File: config.mk
export PLATFORM = sky130hd
export DESIGN_NAME = byte_cpu_register_flag_execute_unit
export DESIGN_NICKNAME = d
export VERILOG_FILES = /design/src/hdl/bcpu_pkg.sv /design/src/hdl/bcpu_alu.sv /design/src/hdl/bcpu_stack.sv /design/src/hdl/byte_cpu_register_flag_execute_unit.sv
export SDC_FILE = /design/constraint.sdc
export NUM_CORES = 2
export LEC_CHECK = 0
export BUFFER_PORTS_ARGS = -buffer_cell sky130_fd_sc_hd__buf_4
export CAP_MARGIN = 40
export CORE_ASPECT_RATIO = 2
export CORE_MARGIN = 2
export CORE_UTILIZATION = 48
export CTS_BUF_LIST = sky130_fd_sc_hd__clkbuf_8 sky130_fd_sc_hd__clkbuf_16
export DETAILED_ROUTE_END_ITERATION = 12
export HOLD_SLACK_MARGIN = 0.06
export PLACE_DENSITY = 0.76
export SYNTH_ARGS = -nofsm -noshare
export SYNTH_HDL_FRONTEND = slang
export SYNTH_SLANG_ARGS = --single-unit
File: constraint.sdc
create_clock -name clk -period 5.73 [get_ports clk]
set_input_delay 1.146 -clock clk [delete_from_list [all_inputs] [get_ports clk]]
set_output_delay 1.146 -clock clk [all_outputs]
set_load 0.02 [all_outputs]
File: src/hdl/bcpu_pkg.sv
`timescale 1ns / 1ps

package bcpu_pkg;

  localparam int STACK_DEPTH = 256;
  localparam int SIDX_W = $clog2(STACK_DEPTH);

  typedef logic [SIDX_W-1:0] sidx_t;

  // Status register bit positions.
  localparam int FLAG_C = 0;
  localparam int FLAG_Z = 1;
  localparam int FLAG_I = 2;
  localparam int FLAG_D = 3;
  localparam int FLAG_B = 4;
  localparam int FLAG_U = 5;
  localparam int FLAG_V = 6;
  localparam int FLAG_N = 7;

  localparam logic [7:0]  SP_RESET = 8'hFD;
  localparam logic [7:0]  P_RESET  = 8'h20;
  localparam logic [15:0] PC_RESET = 16'h0000;

  typedef enum logic [4:0] {
    OP_BRK = 5'd0,  OP_INX = 5'd1,  OP_INY = 5'd2,  OP_NOP = 5'd3,
    OP_PHA = 5'd4,  OP_PHP = 5'd5,  OP_PLA = 5'd6,  OP_PLP = 5'd7,
    OP_CLC = 5'd8,  OP_CLD = 5'd9,  OP_CLI = 5'd10, OP_CLV = 5'd11,
    OP_DEX = 5'd12, OP_DEY = 5'd13, OP_SEC = 5'd14, OP_SED = 5'd15,
    OP_SEI = 5'd16, OP_TAX = 5'd17, OP_TAY = 5'd18, OP_TSX = 5'd19,
    OP_TXA = 5'd20, OP_TXS = 5'd21, OP_TYA = 5'd22, OP_ADC = 5'd23,
    OP_AND = 5'd24, OP_CMP = 5'd25, OP_CPX = 5'd26, OP_CPY = 5'd27,
    OP_LDX = 5'd28, OP_LDY = 5'd29, OP_LDA = 5'd30, OP_ORA = 5'd31
  } op_t;

  typedef struct packed {
    logic [4:0] mode;
    logic [7:0] operand;
  } item_t;

  typedef struct packed {
    logic [7:0]  acc_out;
    logic [7:0]  index_x_out;
    logic [7:0]  index_y_out;
    logic [7:0]  stack_ptr_out;
    logic [15:0] pc_out;
    logic [7:0]  status_out;
  } result_t;

  typedef struct packed {
    logic [7:0]  acc;
    logic [7:0]  x;
    logic [7:0]  y;
    logic [7:0]  sp;
    logic [15:0] pc;
    logic [7:0]  p;
  } arch_t;

  typedef struct packed {
    logic       en;
    sidx_t      addr;
    logic [7:0] data;
  } stack_wr_t;

endpackage

File: src/hdl/bcpu_alu.sv
`timescale 1ns / 1ps

module bcpu_alu (
  input  bcpu_pkg::arch_t     arch,
  input  bcpu_pkg::item_t     item,
  input  logic [7:0]          top,
  output bcpu_pkg::arch_t     arch_next,
  output bcpu_pkg::stack_wr_t wr
);

  bcpu_pkg::op_t op;
  logic [7:0]    v;
  logic [8:0]    adc_sum;
  logic [7:0]    cmp_src;
  logic [8:0]    cmp_diff;
  logic          zn_en;
  logic [7:0]    zn_val;
  logic          push;
  logic [7:0]    push_data;
  bcpu_pkg::arch_t nxt;

  assign op = bcpu_pkg::op_t'(item.mode);
  assign v  = item.operand;

  assign adc_sum = {1'b0, arch.acc} + {1'b0, v} + {8'd0, arch.p[bcpu_pkg::FLAG_C]};

  always_comb begin
    unique case (op)
      bcpu_pkg::OP_CPX: cmp_src = arch.x;
      bcpu_pkg::OP_CPY: cmp_src = arch.y;
      default:          cmp_src = arch.acc;
    endcase
  end

  // The ninth bit is the borrow: clear when the register is at least the operand.
  assign cmp_diff = {1'b0, cmp_src} - {1'b0, v};

  always_comb begin
    nxt       = arch;
    zn_en     = 1'b0;
    zn_val    = 8'd0;
    push      = 1'b0;
    push_data = arch.acc;
    unique case (op)
      bcpu_pkg::OP_BRK: nxt.p[bcpu_pkg::FLAG_B] = 1'b1;
      bcpu_pkg::OP_INX: begin nxt.x = arch.x + 8'd1; zn_en = 1'b1; zn_val = nxt.x; end
      bcpu_pkg::OP_INY: begin nxt.y = arch.y + 8'd1; zn_en = 1'b1; zn_val = nxt.y; end
      bcpu_pkg::OP_NOP: ;
      bcpu_pkg::OP_PHA: begin
        push = 1'b1; push_data = arch.acc; nxt.sp = arch.sp - 8'd1;
      end
      bcpu_pkg::OP_PHP: begin
        push = 1'b1; push_data = arch.p; nxt.sp = arch.sp - 8'd1;
      end
      bcpu_pkg::OP_PLA: begin
        nxt.sp = arch.sp + 8'd1; nxt.acc = top; zn_en = 1'b1; zn_val = top;
      end
      bcpu_pkg::OP_PLP: begin
        nxt.sp = arch.sp + 8'd1;
        nxt.p = top;
        nxt.p[bcpu_pkg::FLAG_U] = 1'b1;
      end
      bcpu_pkg::OP_CLC: nxt.p[bcpu_pkg::FLAG_C] = 1'b0;
      bcpu_pkg::OP_CLD: nxt.p[bcpu_pkg::FLAG_D] = 1'b0;
      bcpu_pkg::OP_CLI: nxt.p[bcpu_pkg::FLAG_I] = 1'b0;
      bcpu_pkg::OP_CLV: nxt.p[bcpu_pkg::FLAG_V] = 1'b0;
      bcpu_pkg::OP_DEX: begin nxt.x = arch.x - 8'd1; zn_en = 1'b1; zn_val = nxt.x; end
      bcpu_pkg::OP_DEY: begin nxt.y = arch.y - 8'd1; zn_en = 1'b1; zn_val = nxt.y; end
      bcpu_pkg::OP_SEC: nxt.p[bcpu_pkg::FLAG_C] = 1'b1;
      bcpu_pkg::OP_SED: nxt.p[bcpu_pkg::FLAG_D] = 1'b1;
      bcpu_pkg::OP_SEI: nxt.p[bcpu_pkg::FLAG_I] = 1'b1;
      bcpu_pkg::OP_TAX: begin nxt.x = arch.acc; zn_en = 1'b1; zn_val = arch.acc; end
      bcpu_pkg::OP_TAY: begin nxt.y = arch.acc; zn_en = 1'b1; zn_val = arch.acc; end
      bcpu_pkg::OP_TSX: begin nxt.x = arch.sp; zn_en = 1'b1; zn_val = arch.sp; end
      bcpu_pkg::OP_TXA: begin nxt.acc = arch.x; zn_en = 1'b1; zn_val = arch.x; end
      bcpu_pkg::OP_TXS: nxt.sp = arch.x;
      bcpu_pkg::OP_TYA: begin nxt.acc = arch.y; zn_en = 1'b1; zn_val = arch.y; end
      bcpu_pkg::OP_ADC: begin
        nxt.acc = adc_sum[7:0];
        nxt.p[bcpu_pkg::FLAG_C] = adc_sum[8];
        // Overflow: both inputs share a sign and the sum's sign differs.
        nxt.p[bcpu_pkg::FLAG_V] = ~(arch.acc[7] ^ v[7]) & (arch.acc[7] ^ adc_sum[7]);
        zn_en = 1'b1; zn_val = adc_sum[7:0];
      end
      bcpu_pkg::OP_AND: begin
        nxt.acc = arch.acc & v; zn_en = 1'b1; zn_val = arch.acc & v;
      end
      bcpu_pkg::OP_CMP, bcpu_pkg::OP_CPX, bcpu_pkg::OP_CPY: begin
        nxt.p[bcpu_pkg::FLAG_C] = ~cmp_diff[8];
        zn_en = 1'b1; zn_val = cmp_diff[7:0];
      end
      bcpu_pkg::OP_LDX: begin nxt.x = v; zn_en = 1'b1; zn_val = v; end
      bcpu_pkg::OP_LDY: begin nxt.y = v; zn_en = 1'b1; zn_val = v; end
      bcpu_pkg::OP_LDA: begin nxt.acc = v; zn_en = 1'b1; zn_val = v; end
      bcpu_pkg::OP_ORA: begin
        nxt.acc = arch.acc | v; zn_en = 1'b1; zn_val = arch.acc | v;
      end
    endcase
    if (zn_en) begin
      nxt.p[bcpu_pkg::FLAG_Z] = (zn_val == 8'd0);
      nxt.p[bcpu_pkg::FLAG_N] = zn_val[7];
    end
    // Operand-carrying operations occupy two bytes of program.
    nxt.pc = arch.pc + ((item.mode >= 5'(bcpu_pkg::OP_ADC)) ? 16'd2 : 16'd1);
  end

  assign arch_next = nxt;
  assign wr.en     = push;
  assign wr.addr   = arch.sp[bcpu_pkg::SIDX_W-1:0];
  assign wr.data   = push_data;

endmodule

File: src/hdl/bcpu_stack.sv
`timescale 1ns / 1ps

module bcpu_stack (
  input  logic                clk,
  input  logic                rst,
  input  bcpu_pkg::stack_wr_t wr,
  input  bcpu_pkg::sidx_t     rd_addr,
  output logic [7:0]          top
);

  logic [7:0]                      mem [bcpu_pkg::STACK_DEPTH];
  logic [bcpu_pkg::STACK_DEPTH-1:0] valid;
  logic [7:0]                      mem_q;
  logic                            valid_q;
  logic                            byp_q;
  logic [7:0]                      byp_data;

  always_ff @(posedge clk) begin
    if (wr.en) begin
      mem[wr.addr] <= wr.data;
    end
    mem_q    <= mem[rd_addr];
    byp_data <= wr.data;
  end

  // Entries never written since reset read as zero.
  always_ff @(posedge clk) begin
    if (rst) begin
      valid   <= '0;
      valid_q <= 1'b0;
      byp_q   <= 1'b0;
    end else begin
      if (wr.en) begin
        valid[wr.addr] <= 1'b1;
      end
      valid_q <= valid[rd_addr];
      byp_q   <= wr.en && (wr.addr == rd_addr);
    end
  end

  // A write in the same cycle as the read of that entry is forwarded.
  assign top = byp_q ? byp_data : (valid_q ? mem_q : 8'd0);

endmodule

File: src/hdl/byte_cpu_register_flag_execute_unit.sv
`timescale 1ns / 1ps

// Executes one 8-bit CPU instruction per item and reports the whole
// register file (A, X, Y, stack pointer, program counter, status) after it.
// Input channel: item_valid / item_ready with item (mode, operand).
// Output channel: result_valid / result_ready with result, one per item,
// in order.
// An item accepted into the input register is executed from there, and
// its result is registered when it executes; a stalled result holds the
// item back. Throughput is one item per cycle when the receiver keeps
// result_ready high; the stack store is prefetched at the updated stack
// pointer plus one, so a pull right after a push still issues back
// to back.
// Reset (synchronous, active high) clears A, X, Y and the program counter,
// sets the stack pointer to 0xFD and status to 0x20, drops both pipeline
// valids, and marks every stack entry as zero at once; items are taken
// right after reset.
// When the receiver stalls, the result holds and one more item is held in
// the input register; item_ready then falls until the result is taken.

module byte_cpu_register_flag_execute_unit (
  input  logic              clk,
  input  logic              rst,
  input  logic              item_valid,
  output logic              item_ready,
  input  bcpu_pkg::item_t   item,
  output logic              result_valid,
  input  logic              result_ready,
  output bcpu_pkg::result_t result
);

  bcpu_pkg::item_t     item_q;
  logic                item_q_valid;
  bcpu_pkg::arch_t     arch;
  bcpu_pkg::arch_t     arch_next;
  bcpu_pkg::arch_t     exec_arch;
  bcpu_pkg::stack_wr_t exec_wr;
  bcpu_pkg::stack_wr_t wr;
  bcpu_pkg::sidx_t     rd_addr;
  logic [7:0]          rd_sp;
  logic [7:0]          top;
  logic                exec_fire;

  assign exec_fire  = item_q_valid && (!result_valid || result_ready);
  assign item_ready = !item_q_valid || exec_fire;

  always_ff @(posedge clk) begin
    if (rst) begin
      item_q_valid <= 1'b0;
    end else if (item_ready) begin
      item_q_valid <= item_valid;
    end
  end

  always_ff @(posedge clk) begin
    if (item_ready && item_valid) begin
      item_q <= item;
    end
  end

  bcpu_alu u_alu (
    .arch      (arch),
    .item      (item_q),
    .top       (top),
    .arch_next (exec_arch),
    .wr        (exec_wr)
  );

  assign arch_next = exec_fire ? exec_arch : arch;
  assign wr.en     = exec_fire && exec_wr.en;
  assign wr.addr   = exec_wr.addr;
  assign wr.data   = exec_wr.data;

  // Prefetch the entry a pull would read after this cycle's update.
  assign rd_sp   = arch_next.sp + 8'd1;
  assign rd_addr = rd_sp[bcpu_pkg::SIDX_W-1:0];

  bcpu_stack u_stack (
    .clk     (clk),
    .rst     (rst),
    .wr      (wr),
    .rd_addr (rd_addr),
    .top     (top)
  );

  always_ff @(posedge clk) begin
    if (rst) begin
      arch.acc <= 8'd0;
      arch.x   <= 8'd0;
      arch.y   <= 8'd0;
      arch.sp  <= bcpu_pkg::SP_RESET;
      arch.pc  <= bcpu_pkg::PC_RESET;
      arch.p   <= bcpu_pkg::P_RESET;
    end else begin
      arch <= arch_next;
    end
  end

  always_ff @(posedge clk) begin
    if (rst) begin
      result_valid <= 1'b0;
    end else if (exec_fire) begin
      result_valid <= 1'b1;
    end else if (result_ready) begin
      result_valid <= 1'b0;
    end
  end

  always_ff @(posedge clk) begin
    if (exec_fire) begin
      result.acc_out       <= exec_arch.acc;
      result.index_x_out   <= exec_arch.x;
      result.index_y_out   <= exec_arch.y;
      result.stack_ptr_out <= exec_arch.sp;
      result.pc_out        <= exec_arch.pc;
      result.status_out    <= exec_arch.p;
    end
  end

endmodule

==> results.ini <==
[run_status]
run_status=finished clean

[timing]
drv_slew=0
rsz0062_at_grt=false
worstMarginPinSlew_ns=1.27
skew_ns=0.0618
fin_crit_sh=0.968
finalSetupViolations=0
hold_viol=0
fmax_mhz=180
period_needed_ns=5.55
relSlewSlack=0.151

[clock_tree]
clk_latency_ns=0.86
cts-root-buf=clkbuf_16
clk_pin_slew_ns=0.07
htree_levels=4
postCtsSetupBuffers=0
cts.sinks=2449
cts_tree=done
numCtsBuffers=194
clockBufferDepth=4

[logic_synthesis]
ys_ff_latch=2449
synth_common_cells=edfxtp_1, nor2_1, mux4_2
syn_inst=5698
ys.flop_type=edfxtp_1
yosysTopAreaCellShare=0.653
ys_seq_area_frac=0.721
synth-edff-count=2117
synth_top_cell_by_area=edfxtp_1
synth_cell_types=80
postSynthAreaPerCell_um2=17.1
synth.most_common_cell=edfxtp_1
synth_warnings=0
ys_async_sr_fraction=0
synth.area.top_cells=edfxtp_1, mux4_2, dfxtp_1
synth_area_um2=97300
synth.net_count=5751

[min_path]
hold_path_startpoint=u_stack.valid[220]$_SDFFE_PP0P_
min_path_type=reg -> reg

[global_routing]
antenna_found_initial=11
grt_remaining_overflow=0
grt_pass1_wl_um=392000
grt_start_max_net_pins=147
grt_pass1_vias=56100
track_usage=0.265

[die]
rows=233
dieArea_um2=207000
die_width_um=322
initial_core_util=0.483
io_pins=75
die_h_um=641
core-area_um2=201000

[power]
fin_total_pwr_w=0.0370
power.switching_w=0.00855
seqPwrFrac=0.525
swShare=0.231
irDropWorstVdd_uv=229
leakage_nw=33.7
p_int_w=0.0284
p_comb_frac=0.101
power_density_nw_per_um2=338
clkPwrFrac=0.375

[critical_path]
slowest_delay_ns=0.89
criticalPathCategory=reg -> reg
end_kind=flop
crit_top_cell=or3_1
slowest_stage=a31oi_1
rrSetupSlack_ns=0.18
worstPathCellList=nand4bb_1 -> xor2_1 -> ha_1 -> or4_1 -> mux2i_1 -> nor4b_1 -> nor3_2 -> or3_1 -> xnor2_2 -> buf_4 -> nand3_1 -> a31oi_1 -> or3_1 -> nor4_1
critical_path.max_fanout=22
cp.required_ns=6.46
startpoint_type=flop
crit_start=item_q[11]$_DFFE_PP_
r2r_start=item_q[11]$_DFFE_PP_
arrival_ns=6.28

[detailed_routing]
routedWlPerCell_um=31.2
drtIter0Drc=6911
firstDrtPassIters=10
num_vias=55200
antenna_left=0
via_per_inst=6.30
wirelength_um=273000
drc=0

[finish]
fin_cells=8760
final_layout_size_suffix_gt1_frac=0.218
layout.nets=5953
area_growth_pct=12.4
n_fill_cell=14900

[placed_design]
gp_congestion=1.03
dp_cells=8396
dp_hpwl_um=177000
portBuffers=74

[job]
drv_cap=0

## worst max-delay path: cells and delay by family, from the launching register on
kind | cells | cell delay, ns
xor+xnor | 2 | 0.44
mux | 1 | 0.27
simple gates | 8 | 2.79
flops | 1 | 0.43
fa+ha+maj | 1 | 0.25
compound gates | 1 | 0.89
buf+inv | 1 | 0.37
## flip-flops by register name, summed over array words and instances (netlist names)
name,flops
item_q_valid,1
u_stack.valid,256
u_stack.byp_q,1
u_stack.mem_q,8
u_stack.valid_q,1
item_q,13
result,56
result_valid,1
u_stack.byp_data,8
u_stack.mem,2048
arch,56
## placed cells by master, fill, tap and decap left out, types with 35 or more instances in the layout
| master | count |
|---|---|
| inv_1 | 75 |
| nand2_1 | 491 |
| mux2i_1 | 113 |
| clkbuf_16 | 198 |
| edfxtp_1 | 2117 |
| buf_12 | 45 |
| buf_4 | 301 |
| a31oi_1 | 58 |
| xor2_1 | 35 |
| nor2_1 | 831 |
| o21ai_0 | 42 |
| a32oi_1 | 41 |
| nand3_1 | 131 |
| dfxtp_1 | 332 |
| mux4_2 | 594 |
| a21oi_1 | 85 |
## what timing repair did
item	4_1_cts	5_1_grt
endpoints found under the setup margin	0	2
hold buffers	0	0
gates resized for setup	0	1
## worst paths after layout
check / cells after the start / endpoint
setup / recovery: 14 / u_stack.mem_q[4]$_DFF_P_
hold reg to reg: 2 / u_stack.valid[220]$_SDFFE_PP0P_
setup reg to reg: 14 / u_stack.mem_q[4]$_DFF_P_
hold / removal: 2 / u_stack.valid[220]$_SDFFE_PP0P_
## layout make-up
type                       count  area (um2)  area share
sequential                  2449       70200       0.642
antenna                        5        12.5    0.000114
multi-input combinational   2864       25800       0.236
clock inverter               133        1250      0.0114
tap                         2702        3380      0.0309
timing repair buffer         359        3380      0.0309
clock buffer                 216        5200      0.0476
inverter                      32         123     0.00112
## per-stage QoR
stage | hold slack (ns) | instance area, um2 | setup TNS [ns] | utilization | worst slack, ns
4_1_cts | 0.460 | 109000 | 0 | 0.542 | 0.421
6_report | 0.468 | 109000 | 0 | 0.543 | 0.181
3_3_place_gp | 0.443 | 102000 | 0 | 0.507 | 0.234
5_1_grt | 0.480 | 109000 | 0 | 0.543 | 0.0673
3_5_place_dp | 0.454 | 103000 | 0 | 0.510 | 0.166
2_1_floorplan | 0.429 | 97400 | -0.0623 | - | -0.0623
## logic make-up (layout without fill, tap and decap cells)
family | count (synthesis) | after routing | share of synthesized area
flip-flops | 2449 | 2449 | 0.721
AND/OR/NAND/NOR | 1622 | 1622 | 0.0689
multiplexers | 717 | 717 | 0.150
AO/OA/AOI/OAI | 430 | 430 | 0.0324
buffers and inverters | 385 | 740 | 0.0163
XOR/XNOR | 59 | 59 | 0.00554
adder cells (fa/ha/maj) | 36 | 36 | 0.00494
other | 0 | 5 | 0
## per-layer routing
layer	GRT usage	part of all wire
met1	0.267	0.29
met2	0.455	0.51
met3	0.0533	0.081
met4	0.253	0.12
met5	0	0.00016
## power groups by stage
stage          clock network, W  registers (W)  logic, W
2_1_floorplan                 0         0.0198   0.00232
3_3_place_gp                  0         0.0198   0.00361
3_5_place_dp                  0         0.0198   0.00365
4_1_cts                  0.0140         0.0194   0.00368
5_1_grt                  0.0145         0.0194   0.00387
6_report                 0.0139         0.0194   0.00372
(Power assumes the default switching activity.)
